`config.mk`:
```
export PLATFORM = sky130hd
export DESIGN_NAME = fpa_front
export DESIGN_NICKNAME = d
export VERILOG_FILES = /design/src/hdl/fpa_pkg.sv /design/src/hdl/fpa_front.sv
export SDC_FILE = /design/constraint.sdc
export NUM_CORES = 1
export LEC_CHECK = 0
export ABC_AREA = 1
export BUFFER_PORTS_ARGS = -buffer_cell sky130_fd_sc_hd__buf_2
export CORE_ASPECT_RATIO = 2
export CORE_UTILIZATION = 35
export DETAILED_ROUTE_END_ITERATION = 8
export PLACE_DENSITY = 0.57
export RECOVER_POWER = 50
export SYNTH_ARGS = -nofsm -noshare
export SYNTH_HDL_FRONTEND = slang
export SYNTH_SLANG_ARGS = --single-unit
```
`constraint.sdc`:
```
create_clock -name vclk -period 4.6
set_input_delay 0.92 -clock vclk [all_inputs]
set_output_delay 0.92 -clock vclk [all_outputs]
set_load 0.01 [all_outputs]
```
`src/hdl/fpa_pkg.sv`:
```
// Package for the fixed-point ALU: opcode codes, widths and the decoded word type.
// No dependencies; used by every module in hdl/.
`default_nettype none
package fpa_pkg;
    localparam int DataWidth = 32;
    localparam int FracBitsDefault = 8;
    localparam int QueueDepthDefault = 4;

    typedef enum logic [3:0] {
        CMD_ADD = 4'd0, CMD_SUB = 4'd1, CMD_MUL = 4'd2, CMD_DIV = 4'd3,
        CMD_GT = 4'd4, CMD_LT = 4'd5, CMD_GE = 4'd6, CMD_LE = 4'd7,
        CMD_EQ = 4'd8, CMD_NE = 4'd9, CMD_MIN = 4'd10, CMD_MAX = 4'd11,
        CMD_INC = 4'd12, CMD_DEC = 4'd13, CMD_I2F = 4'd14, CMD_F2I = 4'd15
    } cmd_t;

    // Operation class picked by the front end.
    typedef enum logic [1:0] {
        CLS_SIMPLE = 2'd0, CLS_MUL = 2'd1, CLS_DIV = 2'd2
    } cls_t;

    // One decoded word handed from front end to back end.
    typedef struct packed {
        cls_t                  cls;
        logic [DataWidth-1:0]  simple_value;
        logic                  compare_true;
        logic                  divide_by_zero;
        logic                  neg;
        logic [DataWidth-1:0]  mag_a;
        logic [DataWidth-1:0]  mag_b;
    } dec_t;
endpackage
`default_nettype wire

```
`src/hdl/fpa_front.sv`:
```
// Front end of the fixed-point ALU: decodes a word and computes the simple operations.
// Depends on fpa_pkg.
`default_nettype none
module fpa_front #(
    parameter int FRAC_BITS = fpa_pkg::FracBitsDefault
) (
    input  wire logic [3:0]                     cmd,
    input  wire logic signed [fpa_pkg::DataWidth-1:0] operand_a,
    input  wire logic signed [fpa_pkg::DataWidth-1:0] operand_b,
    output fpa_pkg::dec_t                       dec
);
    localparam int W = fpa_pkg::DataWidth;
    logic [W-1:0] ua, ub, mag_a, mag_b, f2i_mag;
    logic         a_gt_b, a_lt_b, a_eq_b;

    assign ua = operand_a;
    assign ub = operand_b;
    assign a_gt_b = operand_a > operand_b;
    assign a_lt_b = operand_a < operand_b;
    assign a_eq_b = operand_a == operand_b;
    assign mag_a = operand_a[W-1] ? (~ua + W'(1)) : ua;
    assign mag_b = operand_b[W-1] ? (~ub + W'(1)) : ub;
    assign f2i_mag = mag_a >> FRAC_BITS;

    always_comb begin
        dec = '0;
        dec.cls = fpa_pkg::CLS_SIMPLE;
        dec.mag_a = mag_a;
        dec.mag_b = mag_b;
        dec.neg = operand_a[W-1] ^ operand_b[W-1];
        case (fpa_pkg::cmd_t'(cmd))
            fpa_pkg::CMD_ADD: dec.simple_value = ua + ub;
            fpa_pkg::CMD_SUB: dec.simple_value = ua - ub;
            fpa_pkg::CMD_MUL: dec.cls = fpa_pkg::CLS_MUL;
            fpa_pkg::CMD_DIV: begin
                if (ub == '0) begin
                    dec.divide_by_zero = 1'b1;
                end else begin
                    dec.cls = fpa_pkg::CLS_DIV;
                end
            end
            fpa_pkg::CMD_GT: dec.compare_true = a_gt_b;
            fpa_pkg::CMD_LT: dec.compare_true = a_lt_b;
            fpa_pkg::CMD_GE: dec.compare_true = !a_lt_b;
            fpa_pkg::CMD_LE: dec.compare_true = !a_gt_b;
            fpa_pkg::CMD_EQ: dec.compare_true = a_eq_b;
            fpa_pkg::CMD_NE: dec.compare_true = !a_eq_b;
            fpa_pkg::CMD_MIN: dec.simple_value = a_gt_b ? ub : ua;
            fpa_pkg::CMD_MAX: dec.simple_value = a_gt_b ? ua : ub;
            fpa_pkg::CMD_INC: dec.simple_value = ua + W'(1);
            fpa_pkg::CMD_DEC: dec.simple_value = ua - W'(1);
            fpa_pkg::CMD_I2F: dec.simple_value = ua << FRAC_BITS;
            fpa_pkg::CMD_F2I: dec.simple_value =
                operand_a[W-1] ? (~f2i_mag + W'(1)) : f2i_mag;
            default: dec.simple_value = '0;
        endcase
    end
endmodule
`default_nettype wire

```
# Word-level counts from Yosys, hierarchy flattened
# Index checks and enable logic that the tools add are counted.
[classes] n_eq_ne=16 order_cmp=2 bitwise=4 n_addsub=7 muxes=11 reduce_logical=5
[op_table] operator="$pmux W32 S8" n=1
[op_table] operator="$mux W32" n=5
[op_table] operator="$add A32 B1 Y32 const B" n=4
[op_table] operator="$not A32 Y32" n=2
[op_table] operator="$add A32 B32 Y32" n=1
[op_table] operator="$eq A32 B32 Y1" n=1
[op_table] operator="$eq A4 B4 Y1 const B" n=8
[op_table] operator="$gt A32 B32 Y1" n=1
[op_table] operator="$logic_not A32 Y1" n=1
[op_table] operator="$lt A32 B32 Y1" n=1
[op_table] operator="$not A24 Y32" n=1
[op_table] operator="$sub A32 B1 Y32 const B" n=1
[op_table] operator="$sub A32 B32 Y32" n=1
[op_table] operator="$eq A4 B3 Y1 const B" n=4
[op_table] operator="$eq A4 B2 Y1 const B" n=2
[op_table] operator="$pmux W1 S6" n=1
[op_table] operator="$eq A4 B1 Y1 const B" n=1
[op_table] operator="$logic_not A4 Y1" n=1
[op_table] operator="$pmux W2 S2" n=1
[op_table] operator="$logic_not A1 Y1" n=3
[op_table] operator="$mux W1" n=2
[op_table] operator="$mux W2" n=1
[op_table] operator="$xor A1 B1 Y1" n=1
[word_totals] reg_bits=0 in_bits=68 word_cells=45 output_inout_bits=101

# Depth between registers and ports, before layout
[depth] ltp_word=7 depth_mapped=26 mapped_depth_nobuf=26

# Worst setup path after synthesis
# OpenSTA, ideal clock, no wires.
[synth_timing] path_kind="input -> output" startpoint="in operand_b[1] (netlist name)" endpoint="out dec[98] (netlist name)" setup_slack_ps=-203 stages=22 required_time_ps=3680 t_arrival_ps=3883 path_buffers=0 path_cell_list="inv_1 -> ha_1 -> nand3_1 -> nor2_1 -> inv_1 -> nor2_1 -> nand3_1 -> nor3_1 -> nand2_1 -> nor2_1 -> xor2_1 -> o21ai_0 -> ha_1 -> nand2_1 -> nor3_1 -> a21oi_1 -> o21ai_0 -> a31oi_1 -> nand2_1 -> or2_2 -> nand3_1 -> nand3_1"
[synth_rtl] element="from (decl)" line_no="fpa_front.sv:9" source="input wire logic signed [fpa_pkg::DataWidth-1:0] operand_b,"
[synth_rtl] element="to (decl)" line_no="fpa_front.sv:10" source="output fpa_pkg::dec_t dec"

==> qor.txt <==
Status -> finished, violations left
Violated checks -> setup timing
Fin worst setup slack -> -0.753 ns
Seq_cells -> 0
Max_cap viols -> 0
Final net count -> 2504
Worst rel slew slack -> 54.2%
Drt via density -> 5.76
Initial antenna violation count -> 2
Clock buffer count -> 0
DRC -> 0
Row cnt -> 81
Detailed placement HPWL -> 50900 µm
Syn nets -> 1903
Top-area cell type share of the netlist area -> 21.0%
Chip height -> 225 µm
RSZ-0062 raised after global routing -> yes
Largest net degree at the start of global routing -> 41
Storage cell area -> 0 µm²
Final period utilization -> 116%
Final hold slack -> 2.18 ns
Flop pwr share -> 0%
# hold bufs at CTS -> 0
Total gr overflow -> 0
Critical path fanouts, max -> 4
Leak Pwr -> 0.00786 µW
First-pass GRT wire length -> 88300 µm
Post-DRT Antenna Nets -> 0
Syn Std Cell Area -> 8720 µm²
Final hold violations -> 0
Least-Margin Pin Slew -> 0.686 ns
Synth cell types -> 47
Area contributors post-synth -> nand2_1 21%, nand3_1 12%, ha_1 9.9%
Synth Instances -> 1764
Via count -> 15500
Initial DRC count -> 1464
Vias in the first global route -> 15300
Max Clk Rate -> 0.187 GHz
I/O Buffers -> 169
CP Launch Type -> input port
Fin util -> 62.9%
Yosys warns -> 0
Most common cell in the synthesized netlist -> nand2_1
Initial cell density of the core -> 35.7%
Drt pass-1 iters -> 8
P&R area growth vs syn -> 76.0%
Share of layout cells above drive strength 1 -> 41.6%
Final Max Tran Viols -> 0
Post-synth top area cell -> nand2_1
Die footprint -> 25600 µm²
Crit end category -> primary output
Internal power -> 950 µW
Final setup vio count -> 32
Worst slack at placement -> -0.882 ns
Min-delay worst type -> input port to primary output
Sw Share -> 58.2%
Routed WL -> 63000 µm
Clock network fraction of total power -> 0%
Mean area per synthesized cell -> 4.94 µm²
Sequential area share after synthesis -> 0%
Global-route usage over all layers -> 47.1%
Die W -> 114 µm
P_sw -> 1320 µW
Arrival time at the worst endpoint -> 4.43 ns
Req. time, crit path -> 3.68 ns
WS Path Type -> input port to primary output
Maximum vdd ir drop -> 0.000142 V
Gate power share -> 100.0%
Io pins -> 169
Pwr Density -> 148 nW/µm²
Core footprint -> 24400 µm²
Tmin final -> 5.35 ns
Top cells by count, synth -> 487 x nand2_1, 214 x nor2_1, 207 x nand3_1, 205 x inv_1, 158 x o21ai_0
WL/cell -> 23.4 µm
Final GP Congestion -> 1.03
==> cells in the final DEF (no fill, tap or decap), drive strengths merged <==
cell and n:
a211oi 4, a21boi 8, a21o 10, a21oi 123, a221oi 1, a31oi 18, and2 3, buf 641
clkbuf 8, clkinv 3, clkinvlp 2, diode 1, fa 2, ha 69, inv 210, nand2 497
nand3 209, nand3b 9, nand4 38, nor2 224, nor3 19, nor3b 1, nor4 7, o2111ai 3
o211ai 11, o21a 2, o21ai 173, o21bai 9, o221ai 1, o22ai 2, or2 19, xnor2 3
xor2 34
==> repair_timing <==
item / CTS / global route
setup buffers: 38 / 23
endpoints found under the setup margin: 32 / 33
hold endpoints to repair: 0 / 0
resized for setup: 300 / 174
pin swaps: 148 / 115
==> cell families after synthesis <==
family | count (synthesis) | share of synthesized area (%)
AO/OA/AOI/OAI | 365 | 22.9
AND/OR/NAND/NOR | 1026 | 50.9
buffers and inverters | 265 | 12.1
XOR/XNOR | 37 | 3.72
adder cells (fa/ha/maj) | 71 | 10.4
==> worst max-delay path: stages <==
cell,delay [ns]
buf_6,0.10
clkinvlp_4,0.12
ha_4,0.16
nand3_4,0.09
nor2_4,0.13
nand4_1,0.15
nor2_2,0.18
nand4_1,0.11
nor2_1,0.16
nand2_1,0.13
buf_4,0.16
a31oi_1,0.15
ha_1,0.33
a21oi_1,0.23
a21boi_2,0.24
buf_4,0.13
buf_4,0.10
buf_4,0.09
nor2_1,0.03
nor2_1,0.09
nand2_1,0.08
a21oi_1,0.15
o21ai_1,0.16
nand3_1,0.12
buf_2,0.13
==> stage by stage <==
stage	area [µm²]	total power (µW)	instances	TNS [ns]
floorplan	8770	851	1764	-0.0579
global placement	13100	1780	2641	-15.94
detailed placement	13100	1780	2641	-17.35
CTS	14400	2020	2673	-10.31
global route	15400	2390	2696	-15.25
finish	15400	2270	2696	-11.20
==> power by group through the flow <==
| stage | combinational [µW] | clock [µW] | sequential (µW) |
|---|---|---|---|
| 2_1_floorplan | 851 | 0 | 0 |
| 5_1_grt | 2390 | 0.0000291 | 0 |
| 3_5_place_dp | 1780 | 0 | 0 |
| 3_3_place_gp | 1780 | 0 | 0 |
| 6_report | 2270 | 0.0000291 | 0 |
| 4_1_cts | 2020 | 0 | 0 |
==> worst paths after layout <==
check,from,depth (start not counted),slack (ns),end
worst max-delay path,operand_b[1],25,-0.75,dec[94]
worst min-delay path,operand_b[1],4,2.18,dec[68]
==> per-layer routing <==
layer | wire, µm | vias to the layer above | part of all wire (%) | global-route usage [%]
met5 | 12 | - | 0.019 | 0
met4 | 8630 | 2 | 14 | 49.5
met3 | 5420 | 464 | 8.6 | 11.7
met2 | 30000 | 944 | 48 | 82.7
met1 | 18900 | 7032 | 30 | 42.0
li1 | - | 7084 | - | -
==> area by class of cell <==
type	instances	area (µm²)
fill	2335	9070
tap	332	415
multi-input combinational	1499	9380
antenna	1	2.50
timing repair buffer	649	4730
inverter	215	820
No activity file was read; power rests on OpenSTA's default activity.
