**src/hdl/fpa_pkg.sv**
```systemverilog
// Package for the fixed-point ALU: opcode codes, widths and the decoded word type.
// No dependencies; used by every module in hdl/.
`default_nettype none
package fpa_pkg;
    localparam int DataWidth = 32;
    localparam int FracBitsDefault = 8;
    localparam int QueueDepthDefault = 4;

    typedef enum logic [3:0] {
        CMD_ADD = 4'd0, CMD_SUB = 4'd1, CMD_MUL = 4'd2, CMD_DIV = 4'd3,
        CMD_GT = 4'd4, CMD_LT = 4'd5, CMD_GE = 4'd6, CMD_LE = 4'd7,
        CMD_EQ = 4'd8, CMD_NE = 4'd9, CMD_MIN = 4'd10, CMD_MAX = 4'd11,
        CMD_INC = 4'd12, CMD_DEC = 4'd13, CMD_I2F = 4'd14, CMD_F2I = 4'd15
    } cmd_t;

    // Operation class picked by the front end.
    typedef enum logic [1:0] {
        CLS_SIMPLE = 2'd0, CLS_MUL = 2'd1, CLS_DIV = 2'd2
    } cls_t;

    // One decoded word handed from front end to back end.
    typedef struct packed {
        cls_t                  cls;
        logic [DataWidth-1:0]  simple_value;
        logic                  compare_true;
        logic                  divide_by_zero;
        logic                  neg;
        logic [DataWidth-1:0]  mag_a;
        logic [DataWidth-1:0]  mag_b;
    } dec_t;
endpackage
`default_nettype wire

```
**src/hdl/fpa_queue.sv**
```systemverilog
// Small FIFO of decoded words between front end and back end.
// Depends on fpa_pkg.
`default_nettype none
module fpa_queue #(
    parameter int DEPTH = fpa_pkg::QueueDepthDefault
) (
    input  wire logic          aclk,
    input  wire logic          aresetn,
    input  wire logic          wr_valid,
    output logic               wr_ready,
    input  wire fpa_pkg::dec_t wr_data,
    output logic               rd_valid,
    input  wire logic          rd_ready,
    output fpa_pkg::dec_t      rd_data
);
    localparam int AW = (DEPTH > 1) ? $clog2(DEPTH) : 1;
    fpa_pkg::dec_t    mem_reg [DEPTH];
    logic [AW-1:0]    wptr_reg, rptr_reg;
    logic [AW:0]      count_reg;
    logic             do_wr, do_rd;

    assign wr_ready = count_reg != (AW+1)'(DEPTH);
    assign rd_valid = count_reg != '0;
    assign rd_data  = mem_reg[rptr_reg];
    assign do_wr = wr_valid && wr_ready;
    assign do_rd = rd_valid && rd_ready;

    always_ff @(posedge aclk) begin
        if (do_wr) begin
            mem_reg[wptr_reg] <= wr_data;
        end
        if (!aresetn) begin
            wptr_reg <= '0;
            rptr_reg <= '0;
            count_reg <= '0;
        end else begin
            if (do_wr) begin
                wptr_reg <= (wptr_reg == AW'(DEPTH-1)) ? '0 : wptr_reg + AW'(1);
            end
            if (do_rd) begin
                rptr_reg <= (rptr_reg == AW'(DEPTH-1)) ? '0 : rptr_reg + AW'(1);
            end
            count_reg <= count_reg + (AW+1)'(do_wr) - (AW+1)'(do_rd);
        end
    end
endmodule
`default_nettype wire

```
**config.mk**
```make
export PLATFORM = sky130hd
export DESIGN_NAME = fpa_queue
export DESIGN_NICKNAME = d
export VERILOG_FILES = /design/src/hdl/fpa_pkg.sv /design/src/hdl/fpa_queue.sv
export SDC_FILE = /design/constraint.sdc
export NUM_CORES = 1
export LEC_CHECK = 0
export BUFFER_PORTS_ARGS = -buffer_cell sky130_fd_sc_hd__buf_2
export CELL_PAD_IN_SITES_DETAIL_PLACEMENT = 0
export CELL_PAD_IN_SITES_GLOBAL_PLACEMENT = 2
export CORE_MARGIN = 4
export CORE_UTILIZATION = 45
export DETAILED_ROUTE_END_ITERATION = 7
export PLACE_DENSITY_LB_ADDON = 0.1
export SETUP_SLACK_MARGIN = 0.2
export SKIP_LAST_GASP = 1
export SYNTH_ARGS = -nofsm -noshare
export SYNTH_HDL_FRONTEND = slang
export SYNTH_SLANG_ARGS = --single-unit
export TNS_END_PERCENT = 10
```
**constraint.sdc**
```tcl
create_clock -name aclk -period 2.7 [get_ports aclk]
set_input_delay 0.27 -clock aclk [delete_from_list [all_inputs] [get_ports aclk]]
set_output_delay 0.27 -clock aclk [all_outputs]
set_load 0.02 [all_outputs]
```
---- Word level (Yosys, flattened, before mapping) ----
Memories as Yosys holds them, arrays and structs flattened. A register that Yosys moved wholly into a read port is not among the register bits.
Cells that the tools add are included.
storage, ports and cells
  RAM bits ................................ 404
  register bits ........................... 7
  logic and storage cells ................. 20
  output and inout bits ................... 103
  memories ................................ 1
memory list
  name     words  width  rd ports  clocked after memory_dff  wr ports  line             source
  mem_reg  4      101    1         1                         1         fpa_queue.sv:17  fpa_pkg::dec_t mem_reg [DEPTH];
operators by class
  mux-type cells .......................... 6
  equality and inequality tests ........... 3
  add/sub/neg operators ................... 4
  reduce and logical (&&, ||, !) cells .... 3
operator list
  cell                   count
  $mux W2                4
  $add A2 B1 Y2 const B  2
  $eq A2 B2 Y1 const B   2
  $add A3 B1 Y3          1
  $ne A3 B3 Y1 const B   1
  $reduce_bool A3 Y1     1
  $sub A3 B1 Y3          1
  $logic_and A1 B1 Y1    2
  $mux W1                2

---- Depth between registers and ports, before layout ----
  word-level depth ........................ 4
  gate-level depth with buffers ........... 12

---- Least setup slack after synthesis ----
Ideal clock, no wire load.
  kind .................................... register -> register
  start ................................... reg count_reg[1]
  end ..................................... reg count_reg[2]
  path slack .............................. 0.290 ns
  data arrival time ....................... 2.295 ns
  setup time .............................. 0.115 ns
  data required time ...................... 2.585 ns
  cell stages (with the launch flop) ...... 13
  path through ............................ dfxtp_1 or3b_1 buf_6 and2_4 inv_1 ha_1 inv_1 ha_1 inv_1 fa_1 xnor2_1 xnor2_1 and2_1
on the way
  word-level cells in the longest chain between the ends .. 4
  elaborated cells on any way between the ends .. 6
  those cells by class .................... add/sub (2); eq/ne (1); reduce/logical (3)
ends and longest elaborated chain
  item                    line             source
  from (decl)             fpa_queue.sv:19  logic [AW:0] count_reg;
  from (signal assigned)  fpa_queue.sv:43  count_reg <= count_reg + (AW+1)'(do_wr) - (AW+1)'(do_rd);
  $ne A3 B3 Y1            fpa_queue.sv:22  assign wr_ready = count_reg != (AW+1)'(DEPTH);
  via wr_ready            fpa_queue.sv:10  output logic wr_ready,
  $logic_and A1 B1 Y1     fpa_queue.sv:25  assign do_wr = wr_valid && wr_ready;
  $add A3 B1 Y3           fpa_queue.sv:43
  $sub A3 B1 Y3           fpa_queue.sv:43
The timed path passes the listed nets, and every way through them passes these cells.
A chain may end at the register's enable or synchronous reset.

---- Worst setup path in the final report ----
  start ................................... reg count_reg[1]
  end ..................................... reg count_reg[2]
on the way
  word-level cells in the longest chain between the ends .. 4
  elaborated cells on any way between the ends .. 6
  those cells by class .................... add/sub (2); eq/ne (1); reduce/logical (3)
ends and longest elaborated chain
  item                 line
  $ne A3 B3 Y1         fpa_queue.sv:22
  $logic_and A1 B1 Y1  fpa_queue.sv:25
  $add A3 B1 Y3        fpa_queue.sv:43
  $sub A3 B1 Y3 (*)    fpa_queue.sv:43
Every way passes the cells marked *; elsewhere a longest branch is shown, timed or not.

==> implementation parameters <==
Parameter                              Value

Run status
  Run status ... finished clean

Timing
  Unrepaired setup endpoints after global routing ... false
  Max-Slew Margin vs Limit ... 56.00%
  Post-layout minimum cycle time ... 2.383 ns
  Worst-case hold slack ... 0.06455 ns
  Final Skew ... roughly 0.018 ns
  Final Hold Vio Count ... 0
  Highest achievable clock rate ... 419.7 MHz
  Setup total negative slack ... 0 ns
  Slew of the pin with the lowest slew margin ... around 0.66 ns
  Period utilization ... about 90%
  Number of setup violations in the final report ... 0
  Pins Over Slew Limit ... 0

Synthesis
  Syn Inst Count ... roughly 580
  Top cells by count, synth ... 404 x sky130_fd_sc_hd__edfxtp_1, 101 x sky130_fd_sc_hd__mux4_2, 11 x sky130_fd_sc_hd__buf_2
  Count of flip-flops with a built-in enable after synthesis ... 404
  Cell taking the most area after synthesis ... sky130_fd_sc_hd__edfxtp_1
  Leading post-synthesis cells by cell area ... sky130_fd_sc_hd__edfxtp_1 81%, sky130_fd_sc_hd__mux4_2 15%, sky130_fd_sc_hd__dfxtp_1 1.2%
  Post-Syn Area ... 15030 um2
  Fraction of post-synthesis cell area in the top cell type by area ... 80.73%
  Distinct cell type count after synthesis ... 25
  Register bit count reported by yosys ... 413
  Share of synthesized registers carrying an async set or reset ... 0%
  Most frequent cell after synthesis ... sky130_fd_sc_hd__edfxtp_1
  Number of warnings printed during yosys synthesis ... 0
  Number of nets in the synthesized netlist ... 692
  Commonest register cell after synthesis ... sky130_fd_sc_hd__edfxtp_1
  Average footprint of a synthesized cell ... 25.96 um2
  Sequential cell area fraction in the yosys report ... 81.92%

Setup path
  Largest driver fanout on the critical path ... 5
  CP most frequent cell ... sky130_fd_sc_hd__inv_1
  Critical Setup Path Class ... reg2reg
  Depth of the most critical reg-to-reg path ... 11
  Critical Path End Type ... flop
  Worst r2r dst ... count_reg[2]$_SDFF_PN0_
  Library cell contributing the largest single delay on the critical path ... sky130_fd_sc_hd__or3b_1
  Series of cell instances along the critical path ... or3b_1, and2_4, inv_1, ha_1, inv_1, ha_1, inv_1, fa_2, xnor2_2, xnor2_1, and2_1
  FF-to-FF setup slack ... approximately 0.32 ns
  Critical path launch point type ... flop
  Critical path arrival ... 2.78 ns
  Worst endpoint required time ... 3.10 ns
  Worst reg2reg path startpoint ... count_reg[1]$_SDFF_PN0_
  Worst stage delay on the critical path ... 0.41 ns

Die
  Die outline area ... 36380 um2
  Die Ht ... 190.7 um
  Die span in x ... 190.7 um
  Top-level I/O count ... 208
  Effective utilization at floorplan ... 45.96%
  Number of core rows ... between 60 and 70
  Core area ... approximately 33000 um2

Power and ir drop
  Reported leakage power ... 6.472 nW
  Max VDD drop ... between 0.5 and 0.6 mV
  Power Dens Cells ... 930.4 nW/um2

Global route
  Global route overflow ... 0
  Maximum number of pins on one net before global-route repair ... 102
  Overall Global Routing Usage ... 16.18%
  Via count of the first global-routing pass ... 7926
  Initial antenna violation count ... 2
  Global-route wire length before repair ... 45020 um

Finish
  Number of non-filler instances in the completed layout ... 1396
  Post-layout net count ... 1035
  Post-route standard cell area excluding fillers ... 19140 um2
  Number of fill cells in the layout ... 2462
  Area growth syn-to-layout ... 27.36%
  Flip-flop count of the largest register after layout ... 404
  Share of layout cells above drive strength 1 ... between 40% and 50%
  Utilization after layout ... 58.53%

Placement
  Number of port buffers ... 207
  HPWL after DPL ... 17320 um
  Cells after DPL ... 1219
  Placement-stage cell area ... 16760 um2
  GP Congestion ... 0.7127

CTS
  Cell at the root of the clock tree ... sky130_fd_sc_hd__clkbuf_16
  # Post-CTS Setup Buffers ... 0
  Number of H-tree levels ... 2
  TritonCTS clock tree ... done
  Clock edge transition at the registers on the reported setup and hold paths ... ~0.06 ns
  Max clock buf depth ... 3
  Latest clock arrival within the worst-skew pair ... 0.52 ns
  CTS Sinks ... 413
  CTS Buf Count ... 42

Drt
  Antenna-violating nets left ... 0
  Average routed wire per standard cell ... 20.90 um
  DRC violation count after routing ... 0
  Detailed-route wire length ... between 20000 and 30000 um
  Drt initial violations ... 372
  Router iterations before antenna repair ... 4
  Per-cell via count in the routed design ... 5.141
  Total number of vias ... 7177

Job
  Max_cap viols ... 0

Hold path
  Worst hold path depth ... 3
  Terminating pin of the worst hold path ... wptr_reg[0]$_SDFFE_PN0P_
  Origin of the worst min-delay path ... wr_valid
  Path category of the worst min-delay check ... in2reg
cell type report:
| type | instances | area (um2) | share of cell area [%] |
|---|---|---|---|
| tap | 442 | 553.0 | 2.889 |
| sequential | 413 | 12320 | 64.38 |
| timing repair buffer | 323 | 2310 | 12.07 |
| inverter | 6 | 22.52 | 0.1177 |
| clock inverter | 22 | 224.0 | 1.170 |
| antenna | 2 | 5.005 | 0.02615 |
| clock buffer | 52 | 1130 | 5.903 |
| multi-input combinational | 136 | 2574 | 13.45 |
power by group:
| group | internal (mW) | switching [mW] | leakage [nW] |
|---|---|---|---|
| Clock | 3.43 | 2.19 | 0.662 |
| Sequential | 7.77 | 0.162 | 3.78 |
| Combinational | 1.82 | 2.44 | 2.03 |
worst max-delay path, delay by kind of cell (launching register included):
family,cells,cell delay (ns)
AND/OR/NAND/NOR,3,0.76
buffers and inverters,3,0.17
flip-flops,1,0.36
XOR/XNOR,2,0.27
adder cells (fa/ha/maj),3,0.73
placed cells by master, fill, tap and decap left out, drive strengths merged:
cell type / instances
fa: 1
o31ai: 1
inv: 7
and2: 3
dfxtp: 9
o21ai: 3
nor2b: 1
clkinv: 16
buf: 222
dlygate4sd3: 101
and3: 4
mux4: 101
ha: 7
xnor2: 2
nand4: 1
or3: 1
mux2i: 1
bufinv: 5
nand2: 5
or3b: 1
diode: 2
clkbuf: 52
nand3: 2
nor2: 2
edfxtp: 404
layer usage:
| layer | up-vias | global-route usage [%] | share of wire, % |
|---|---|---|---|
| met2 | 192 | 27.78 | 51 |
| met3 | 35 | 3.698 | 5.6 |
| li1 | 3188 | - | - |
| met5 | - | 0 | 0 |
| met4 | 0 | 4.558 | 1.8 |
| met1 | 3762 | 20.98 | 42 |
per-stage QoR:
step / power, mW / worst slack, ns
after floorplan: 10.82 / 0.2897
after CTS: 18.11 / 0.2591
after global placement: 12.24 / 0.3430
final: 17.81 / 0.3173
after global routing: 18.64 / 0.2281
after detailed placement: 12.31 / 0.2873
repair_timing:
item / CTS / global route
gates resized for setup: 0 / 4
hold buffers: 101 / 0
endpoints found under the hold margin: 404 / 0
endpoints found under the setup margin: 0 / 1
worst max path at each step:
| stage | startpoint | endpoint | slack (ns) | cells after the start |
|---|---|---|---|---|
| detailed placement | count_reg[1]$_SDFF_PN0_ | count_reg[2]$_SDFF_PN0_ | 0.29 | 11 |
| global route | count_reg[1]$_SDFF_PN0_ | count_reg[2]$_SDFF_PN0_ | 0.23 | 11 |
| finish | count_reg[1]$_SDFF_PN0_ | count_reg[2]$_SDFF_PN0_ | 0.32 | 11 |
| global placement | count_reg[1]$_SDFF_PN0_ | count_reg[2]$_SDFF_PN0_ | 0.34 | 11 |
| floorplan | count_reg[1]$_SDFF_PN0_ | count_reg[2]$_SDFF_PN0_ | 0.29 | 12 |
| CTS | count_reg[1]$_SDFF_PN0_ | count_reg[2]$_SDFF_PN0_ | 0.26 | 11 |
cell families after synthesis:
family	share of synthesized area, %
AO/OA/AOI/OAI	0.1499
flip-flops	81.92
multiplexers	15.20
adder cells (fa/ha/maj)	0.7160
AND/OR/NAND/NOR	0.7744
buffers and inverters	1.116
XOR/XNOR	0.1166
(Power assumes the default switching activity.)
